**src/sv/b64e_pkg.sv**
```systemverilog
// Shared types, constants and the alphabet lookup of the Base64 stream encoder.
package b64e_pkg;

  localparam logic [7:0] PadChar = 8'h3D;
  localparam int unsigned MaxChars = 4;
  localparam int unsigned CharIdxW = 2;

  typedef struct packed {
    logic [7:0] data_byte;
    logic       final_byte;
  } in_item_t;

  typedef struct packed {
    logic [7:0] ascii_char;
    logic       run_end;
    logic       message_end;
  } out_item_t;

  // Everything one input byte produces: up to four ready ASCII characters.
  typedef struct packed {
    logic [MaxChars-1:0][7:0] chars;
    logic [CharIdxW-1:0]      last_idx;
    logic                     final_job;
  } job_t;

  // Maps a six-bit value onto the standard Base64 alphabet.
  function automatic logic [7:0] enc_char(input logic [5:0] six);
    logic [7:0] v;
    logic [7:0] ch;
    v = {2'b00, six};
    if (six < 6'd26) begin
      ch = 8'h41 + v;
    end else if (six < 6'd52) begin
      ch = 8'h61 + v - 8'd26;
    end else if (six < 6'd62) begin
      ch = 8'h30 + v - 8'd52;
    end else if (six == 6'd62) begin
      ch = 8'h2B;
    end else begin
      ch = 8'h2F;
    end
    return ch;
  endfunction

endpackage

```
**src/sv/b64e_front.sv**
```systemverilog
// Front end: accepts bytes, tracks the group position and builds character jobs.
module b64e_front (
  input  logic              clk_i,
  input  logic              rst_ni,
  input  logic              push_i,
  input  b64e_pkg::in_item_t in_item_i,
  input  logic              job_full_i,
  output logic              job_wr_o,
  output b64e_pkg::job_t    job_o
);
  import b64e_pkg::*;

  localparam logic [1:0] PhaseZero = 2'd0;
  localparam logic [1:0] PhaseOne  = 2'd1;
  localparam logic [1:0] PhaseTwo  = 2'd2;

  logic [1:0] phase_q, phase_d;
  logic [3:0] left_q, left_d;
  logic [7:0] b;
  logic       fin;
  logic       accept;

  assign b        = in_item_i.data_byte;
  assign fin      = in_item_i.final_byte;
  assign accept   = push_i & ~job_full_i;
  assign job_wr_o = accept;

  always_comb begin
    job_o.chars     = '0;
    job_o.last_idx  = '0;
    job_o.final_job = fin;
    phase_d         = phase_q;
    left_d          = left_q;
    unique case (phase_q)
      PhaseOne: begin
        job_o.chars[0] = enc_char({left_q[1:0], b[7:4]});
        if (fin) begin
          job_o.chars[1] = enc_char({b[3:0], 2'b00});
          job_o.chars[2] = PadChar;
          job_o.last_idx = 2'd2;
        end
        phase_d = PhaseTwo;
        left_d  = b[3:0];
      end
      PhaseTwo: begin
        job_o.chars[0] = enc_char({left_q, b[7:6]});
        job_o.chars[1] = enc_char(b[5:0]);
        job_o.last_idx = 2'd1;
        phase_d        = PhaseZero;
        left_d         = '0;
      end
      default: begin
        // The unused phase code behaves like the start of a group.
        job_o.chars[0] = enc_char(b[7:2]);
        if (fin) begin
          job_o.chars[1] = enc_char({b[1:0], 4'b0000});
          job_o.chars[2] = PadChar;
          job_o.chars[3] = PadChar;
          job_o.last_idx = 2'd3;
        end
        phase_d = PhaseOne;
        left_d  = {2'b00, b[1:0]};
      end
    endcase
    if (fin) begin
      phase_d = PhaseZero;
      left_d  = '0;
    end
  end

  always_ff @(posedge clk_i or negedge rst_ni) begin
    if (!rst_ni) begin
      phase_q <= PhaseZero;
      left_q  <= '0;
    end else if (accept) begin
      phase_q <= phase_d;
      left_q  <= left_d;
    end
  end

  a_phase_legal: assert property (@(posedge clk_i) disable iff (!rst_ni)
    phase_q != 2'd3) else $error("group phase left its legal range");

  a_final_restarts: assert property (@(posedge clk_i) disable iff (!rst_ni)
    accept && fin |=> phase_q == PhaseZero && left_q == '0)
    else $error("a final byte did not return the encoder to the group start");

endmodule

```
**src/sv/b64e_fifo.sv**
```systemverilog
// Short job queue between the front end and the character sequencer.
module b64e_fifo #(
  parameter int unsigned Depth = 2
) (
  input  logic           clk_i,
  input  logic           rst_ni,
  input  logic           wr_i,
  input  b64e_pkg::job_t wr_job_i,
  output logic           full_o,
  input  logic           rd_i,
  output logic           valid_o,
  output b64e_pkg::job_t rd_job_o
);
  import b64e_pkg::*;

  localparam int unsigned PtrW = (Depth > 1) ? $clog2(Depth) : 1;
  localparam int unsigned CntW = $clog2(Depth + 1);
  localparam logic [PtrW-1:0] LastPtr = PtrW'(Depth - 1);
  localparam logic [CntW-1:0] FullCnt = CntW'(Depth);

  job_t            slots_q [Depth];
  logic [PtrW-1:0] wr_ptr_q, rd_ptr_q;
  logic [CntW-1:0] cnt_q;
  logic            do_wr, do_rd;

  assign full_o   = (cnt_q == FullCnt);
  assign valid_o  = (cnt_q != '0);
  assign rd_job_o = slots_q[rd_ptr_q];
  assign do_wr    = wr_i & ~full_o;
  assign do_rd    = rd_i & valid_o;

  always_ff @(posedge clk_i) begin
    if (do_wr) begin
      slots_q[wr_ptr_q] <= wr_job_i;
    end
  end

  always_ff @(posedge clk_i or negedge rst_ni) begin
    if (!rst_ni) begin
      wr_ptr_q <= '0;
      rd_ptr_q <= '0;
      cnt_q    <= '0;
    end else begin
      if (do_wr) begin
        wr_ptr_q <= (wr_ptr_q == LastPtr) ? '0 : wr_ptr_q + 1'b1;
      end
      if (do_rd) begin
        rd_ptr_q <= (rd_ptr_q == LastPtr) ? '0 : rd_ptr_q + 1'b1;
      end
      if (do_wr && !do_rd) begin
        cnt_q <= cnt_q + 1'b1;
      end else if (do_rd && !do_wr) begin
        cnt_q <= cnt_q - 1'b1;
      end
    end
  end

  a_cnt_bounded: assert property (@(posedge clk_i) disable iff (!rst_ni)
    cnt_q <= FullCnt) else $error("job queue count exceeds its depth");

endmodule

```
**src/sv/b64e_back.sv**
```systemverilog
// Back end: walks through one job and hands out one character per transfer.
module b64e_back (
  input  logic               clk_i,
  input  logic               rst_ni,
  input  logic               job_valid_i,
  input  b64e_pkg::job_t     job_i,
  output logic               job_rd_o,
  input  logic               pop_i,
  output logic               empty_o,
  output b64e_pkg::out_item_t out_item_o
);
  import b64e_pkg::*;

  job_t                cur_q;
  logic                busy_q;
  logic [CharIdxW-1:0] idx_q;
  logic                at_last, take, load;

  assign at_last = (idx_q == cur_q.last_idx);
  assign take    = pop_i & busy_q;
  // A new job moves in when the register is idle or its last character leaves.
  assign load    = job_valid_i & (~busy_q | (take & at_last));
  assign job_rd_o = load;

  assign empty_o                = ~busy_q;
  assign out_item_o.ascii_char  = cur_q.chars[idx_q];
  assign out_item_o.run_end     = at_last;
  assign out_item_o.message_end = at_last & cur_q.final_job;

  always_ff @(posedge clk_i) begin
    if (load) begin
      cur_q <= job_i;
    end
  end

  always_ff @(posedge clk_i or negedge rst_ni) begin
    if (!rst_ni) begin
      busy_q <= 1'b0;
      idx_q  <= '0;
    end else if (load) begin
      busy_q <= 1'b1;
      idx_q  <= '0;
    end else if (take) begin
      if (at_last) begin
        busy_q <= 1'b0;
      end else begin
        idx_q <= idx_q + 1'b1;
      end
    end
  end

  a_msg_end_is_run_end: assert property (@(posedge clk_i) disable iff (!rst_ni)
    !empty_o && out_item_o.message_end |-> out_item_o.run_end)
    else $error("message end flagged on a character that does not end its run");

  a_run_continues: assert property (@(posedge clk_i) disable iff (!rst_ni)
    take && !at_last |=> !empty_o && idx_q == $past(idx_q) + 1'b1)
    else $error("a character run was cut short");

  a_load_only_when_free: assert property (@(posedge clk_i) disable iff (!rst_ni)
    load |-> !busy_q || (take && at_last))
    else $error("a job overwrote one that was still being delivered");

endmodule

```
**src/sv/base64_stream_encoder_unit.sv**
```systemverilog
// Top level of the streaming Base64 encoder: front end, job queue and back end.
//
//  Channel   Handshake            Payload      Transfer when
//  input     push / full          in_item_i    push && !full
//  result    pop / empty          out_item_o   pop && !empty
//
// A byte is turned into a job of one to four characters at once.
// The back end hands out one character per cycle while pop is held; a byte makes
// one or two characters within a message, up to four on the final byte.
// The job queue of JobDepth entries lets the input keep flowing while results stall.
// Reset clears the group position, the queue and the output; no clearing pass is needed.
module base64_stream_encoder_unit #(
  parameter int unsigned JobDepth = 2
) (
  input  logic                clk_i,
  input  logic                rst_ni,
  input  logic                push,
  output logic                full,
  input  b64e_pkg::in_item_t  in_item_i,
  output logic                empty,
  input  logic                pop,
  output b64e_pkg::out_item_t out_item_o
);
  import b64e_pkg::*;

  logic job_wr, job_full, job_rd, job_valid;
  job_t wr_job, rd_job;

  assign full = job_full;

  b64e_front u_front (
    .clk_i      (clk_i),
    .rst_ni     (rst_ni),
    .push_i     (push),
    .in_item_i  (in_item_i),
    .job_full_i (job_full),
    .job_wr_o   (job_wr),
    .job_o      (wr_job)
  );

  b64e_fifo #(
    .Depth (JobDepth)
  ) u_fifo (
    .clk_i    (clk_i),
    .rst_ni   (rst_ni),
    .wr_i     (job_wr),
    .wr_job_i (wr_job),
    .full_o   (job_full),
    .rd_i     (job_rd),
    .valid_o  (job_valid),
    .rd_job_o (rd_job)
  );

  b64e_back u_back (
    .clk_i       (clk_i),
    .rst_ni      (rst_ni),
    .job_valid_i (job_valid),
    .job_i       (rd_job),
    .job_rd_o    (job_rd),
    .pop_i       (pop),
    .empty_o     (empty),
    .out_item_o  (out_item_o)
  );

endmodule

```
**config.mk**
```make
export PLATFORM = sky130hd
export DESIGN_NAME = base64_stream_encoder_unit
export DESIGN_NICKNAME = d
export VERILOG_FILES = /design/src/sv/b64e_pkg.sv /design/src/sv/b64e_front.sv /design/src/sv/b64e_fifo.sv /design/src/sv/b64e_back.sv /design/src/sv/base64_stream_encoder_unit.sv
export SDC_FILE = /design/constraint.sdc
export NUM_CORES = 1
export LEC_CHECK = 0
export BUFFER_PORTS_ARGS = -buffer_cell sky130_fd_sc_hd__buf_2
export CAP_MARGIN = 5
export CORE_MARGIN = 4
export CORE_UTILIZATION = 42
export DETAILED_ROUTE_END_ITERATION = 16
export SLEW_MARGIN = 20
export SYNTH_ARGS = -nofsm -noshare
export SYNTH_HDL_FRONTEND = slang
export SYNTH_HIERARCHICAL = 1
export SYNTH_SLANG_ARGS = --single-unit
```
**constraint.sdc**
```tcl
create_clock -name clk_i -period 10.63 [get_ports clk_i]
set_clock_uncertainty 0.2 [all_clocks]
set_input_delay 1.063 -clock clk_i [delete_from_list [all_inputs] [get_ports clk_i]]
set_output_delay 1.063 -clock clk_i [all_outputs]
set_load 0.03 [all_outputs]
```
==> impl_metrics.json <==
{
  "postCtsHoldBufs": 0,
  "post_cts_resized": 0,
  "syn_inst": 561,
  "internal_power_mw": 1.446,
  "critPathKind": "flip-flop to flip-flop",
  "startpoint_type": "flip-flop",
  "grt_overflow": 0,
  "final-hold-violation-count": 0,
  "antenna_left": 0,
  "design_area_um2": 7587,
  "fin_setup_tns_ns": 0,
  "grt_setup_unrepaired": "no",
  "drtPass1Iterations": 5,
  "min_period_over_period_pct": 31.16,
  "end_kind": "flip-flop",
  "synth-edff-count": 105,
  "track_usage_pct": 17.07,
  "synth_ff_type": "edfxtp_1",
  "cts.sinks": 118,
  "power.density_nw_per_um2": 292.8,
  "grt_max_degree": 37,
  "path_common_cell": "xor2_1",
  "syn-cell-area_um2": 6874,
  "max_clock_freq_ghz": 0.3019,
  "final-max-slew-violation-count": 0,
  "port_buffers": 24,
  "die_h_um": 135.9,
  "synthArstFlopShare_pct": 11.02,
  "drc": 0,
  "fp-row-count": 46,
  "cp_max_fo": 36,
  "cp_cell_sequence": "xnor2_1 > a31oi_1 > nor2b_4 > nand2_2 > ha_1 > xor2_1 > nor2_1 > xor2_1",
  "grt_pass1_wl_mm": 24.43,
  "vias": 4601,
  "post_route_cells_drive_above_1_share_pct": 20.00,
  "cts_buffers": 17,
  "final_cells": 791,
  "totalPowerFinal_mw": 2.221,
  "setup_viol": 0,
  "cts_setup_buffers": 0,
  "viasPerCell": 5.817,
  "finalCoreUtilization_pct": 47.59,
  "cpMaxStageDelayCell": "nor2b_4",
  "power_frac_seq_pct": 37.1,
  "netlist-cell-type-count": 80,
  "arrival_ns": 3.44,
  "layout_setup_ws_ns": 7.318,
  "final_cell_mix": "edfxtp_1 (105), nand2_1 (39), mux2_4 (29)",
  "h-tree-depth": 4,
  "nets": 599,
  "wl_per_cell_um": 19.35,
  "start_util_pct": 43.12,
  "dpl_cell_area_um2": 6962,
  "design.portCount": 25,
  "drt_iter0_drc": 434,
  "clkPwrFrac_pct": 26.9,
  "critical-path-max-stage-delay_ns": 0.85,
  "placed_cells": 759,
  "crit_buf_inv": 0,
  "drv_cap": 0,
  "p_sw_uw": 775.2,
  "synthToLayoutAreaGrowth_pct": 10.37,
  "dieArea_um2": 18480,
  "dp_hpwl_mm": 10.26,
  "switching_share_pct": 34.90,
  "cts_root_buf": "clkbuf_16",
  "ys_seq_area_share_pct": 50.60,
  "peakVddDrop_mv": 0.1374,
  "ys_ff_latch": 118,
  "slew-limit-headroom_pct": 30.77,
  "grt_antenna_before_repair": 0,
  "core_area_um2": 15940,
  "grt_pass1_vias": 4429,
  "insertion_delay_ns": 0.40,
  "wl_mm": 15.30,
  "die_x_um": 135.9,
  "place_congestion": 0.8932,
  "final_common_cell": "edfxtp_1",
  "worst_pin_slew_ns": 1.036,
  "power.share.combinational_pct": 36.0,
  "final.min_clock_period_ns": 3.312,
  "synth_warnings": 6,
  "cp.required_ns": 10.75,
  "cts_tree": "yes",
  "syn_avg_cell_area_um2": 12.25,
  "critPathTopFamily": "simple AND/OR/NAND/NOR gates",
  "hold_class": "flip-flop to flip-flop",
  "cts.clk_slew.worst_paths_ns": 0.05,
  "num_antenna_cells": 0,
  "outcome": "finished clean",
  "cts_max_path_buffers": 2,
  "place_worst_setup_slack_ns": 6.993,
  "timing.hold.ws_ns": 0.2950,
  "leakagePower_nw": 2.832
}
## power by group through the flow
stage / clock network (mW) / logic, mW / registers, mW
after global routing: 0.629 / 0.871 / 0.842
after floorplan: 0 / 0.677 / 0.788
after detailed placement: 0 / 0.802 / 0.832
after global placement: 0 / 0.797 / 0.827
final: 0.598 / 0.800 / 0.823
after CTS: 0.606 / 0.807 / 0.826
## path summary, 6_finish.rpt
check	start	cells after the start	slack, ns	to
setup / recovery	u_back/idx_q[0]$_DFFE_PN0P_	8	7.32	u_fifo/cnt_q[1]$_DFFE_PN0P_
hold / removal	u_fifo/cnt_q[1]$_DFFE_PN0P_	1	0.30	u_fifo/cnt_q[1]$_DFFE_PN0P_
setup reg to reg	u_back/idx_q[0]$_DFFE_PN0P_	8	7.32	u_fifo/cnt_q[1]$_DFFE_PN0P_
hold reg to reg	u_fifo/cnt_q[1]$_DFFE_PN0P_	1	0.30	u_fifo/cnt_q[1]$_DFFE_PN0P_
max in group asynchronous	rst_ni	1	9.64	u_fifo/rd_ptr_q$_DFFE_PN0P_
min in group asynchronous	rst_ni	1	0.34	u_front/phase_q[0]$_DFFE_PN0P_
## final cells by class
cell class | count | area [µm²]
Clock inverter | 15 | 200.2
Timing Repair Buffer | 27 | 142.6
Clock buffer | 17 | 425.4
Tap cell | 216 | 270.3
Multi-Input combinational cell | 371 | 2968
Fill cell | 1427 | 8356
Inverter | 27 | 101.3
Sequential cell | 118 | 3480
## kinds of logic (layout without fill, tap and decap cells)
kind of cell / count (synthesis) / in the layout / synth area share [%]
DFF: 118 / 118 / 50.60
and+or+nand+nor: 131 / 131 / 10.21
other: 1 / 6 / 0.05455
buffers and inverters: 77 / 86 / 6.716
muxes: 52 / 52 / 11.65
AOI/OAI and AO/OA: 142 / 142 / 14.36
xor gates and xnor gates: 16 / 16 / 2.039
adders and majority gates: 24 / 24 / 4.368
## worst register-to-register path: cells and delay by family (launching register included)
family	cells	cell delay, ns
AO/OA/AOI/OAI	1	0.24
adder cells (fa/ha/maj)	1	0.26
flip-flops	1	0.63
AND/OR/NAND/NOR	3	1.11
XOR/XNOR	3	0.79
## synthesized netlist by cell type (all sizes together) (11+ instances only)
| master | number | area [µm²] |
|---|---|---|
| xnor2 | 14 | 122.6 |
| nand3 | 17 | 85.08 |
| a31oi | 11 | 68.82 |
| buf | 43 | 332.8 |
| nand2 | 40 | 152.6 |
| inv | 26 | 97.60 |
| dfrtp | 13 | 325.3 |
| ha | 24 | 300.3 |
| mux2 | 36 | 514.2 |
| nor3 | 18 | 105.1 |
| nor2 | 11 | 41.29 |
| o21ai | 32 | 160.2 |
| a21oi | 31 | 181.4 |
| edfxtp | 105 | 3153 |
## per-layer routing
metal,GRT usage (%),vias to the layer above,routed length (µm)
met5,0,-,0
met4,6.327,0,365
met3,3.220,26,816
met2,26.91,187,7160
met1,23.57,2256,6960
li1,-,2132,-
## registers in the layout, summed over array words and instances (netlist names)
register,cells
u_fifo/slots_q,70
u_fifo/rd_ptr_q,1
u_back/busy_q,1
u_back/cur_q,35
u_front/phase_q,2
u_fifo/cnt_q,2
u_back/idx_q,2
u_front/left_q,4
u_fifo/wr_ptr_q,1
No activity file was read; power rests on OpenSTA's default activity.
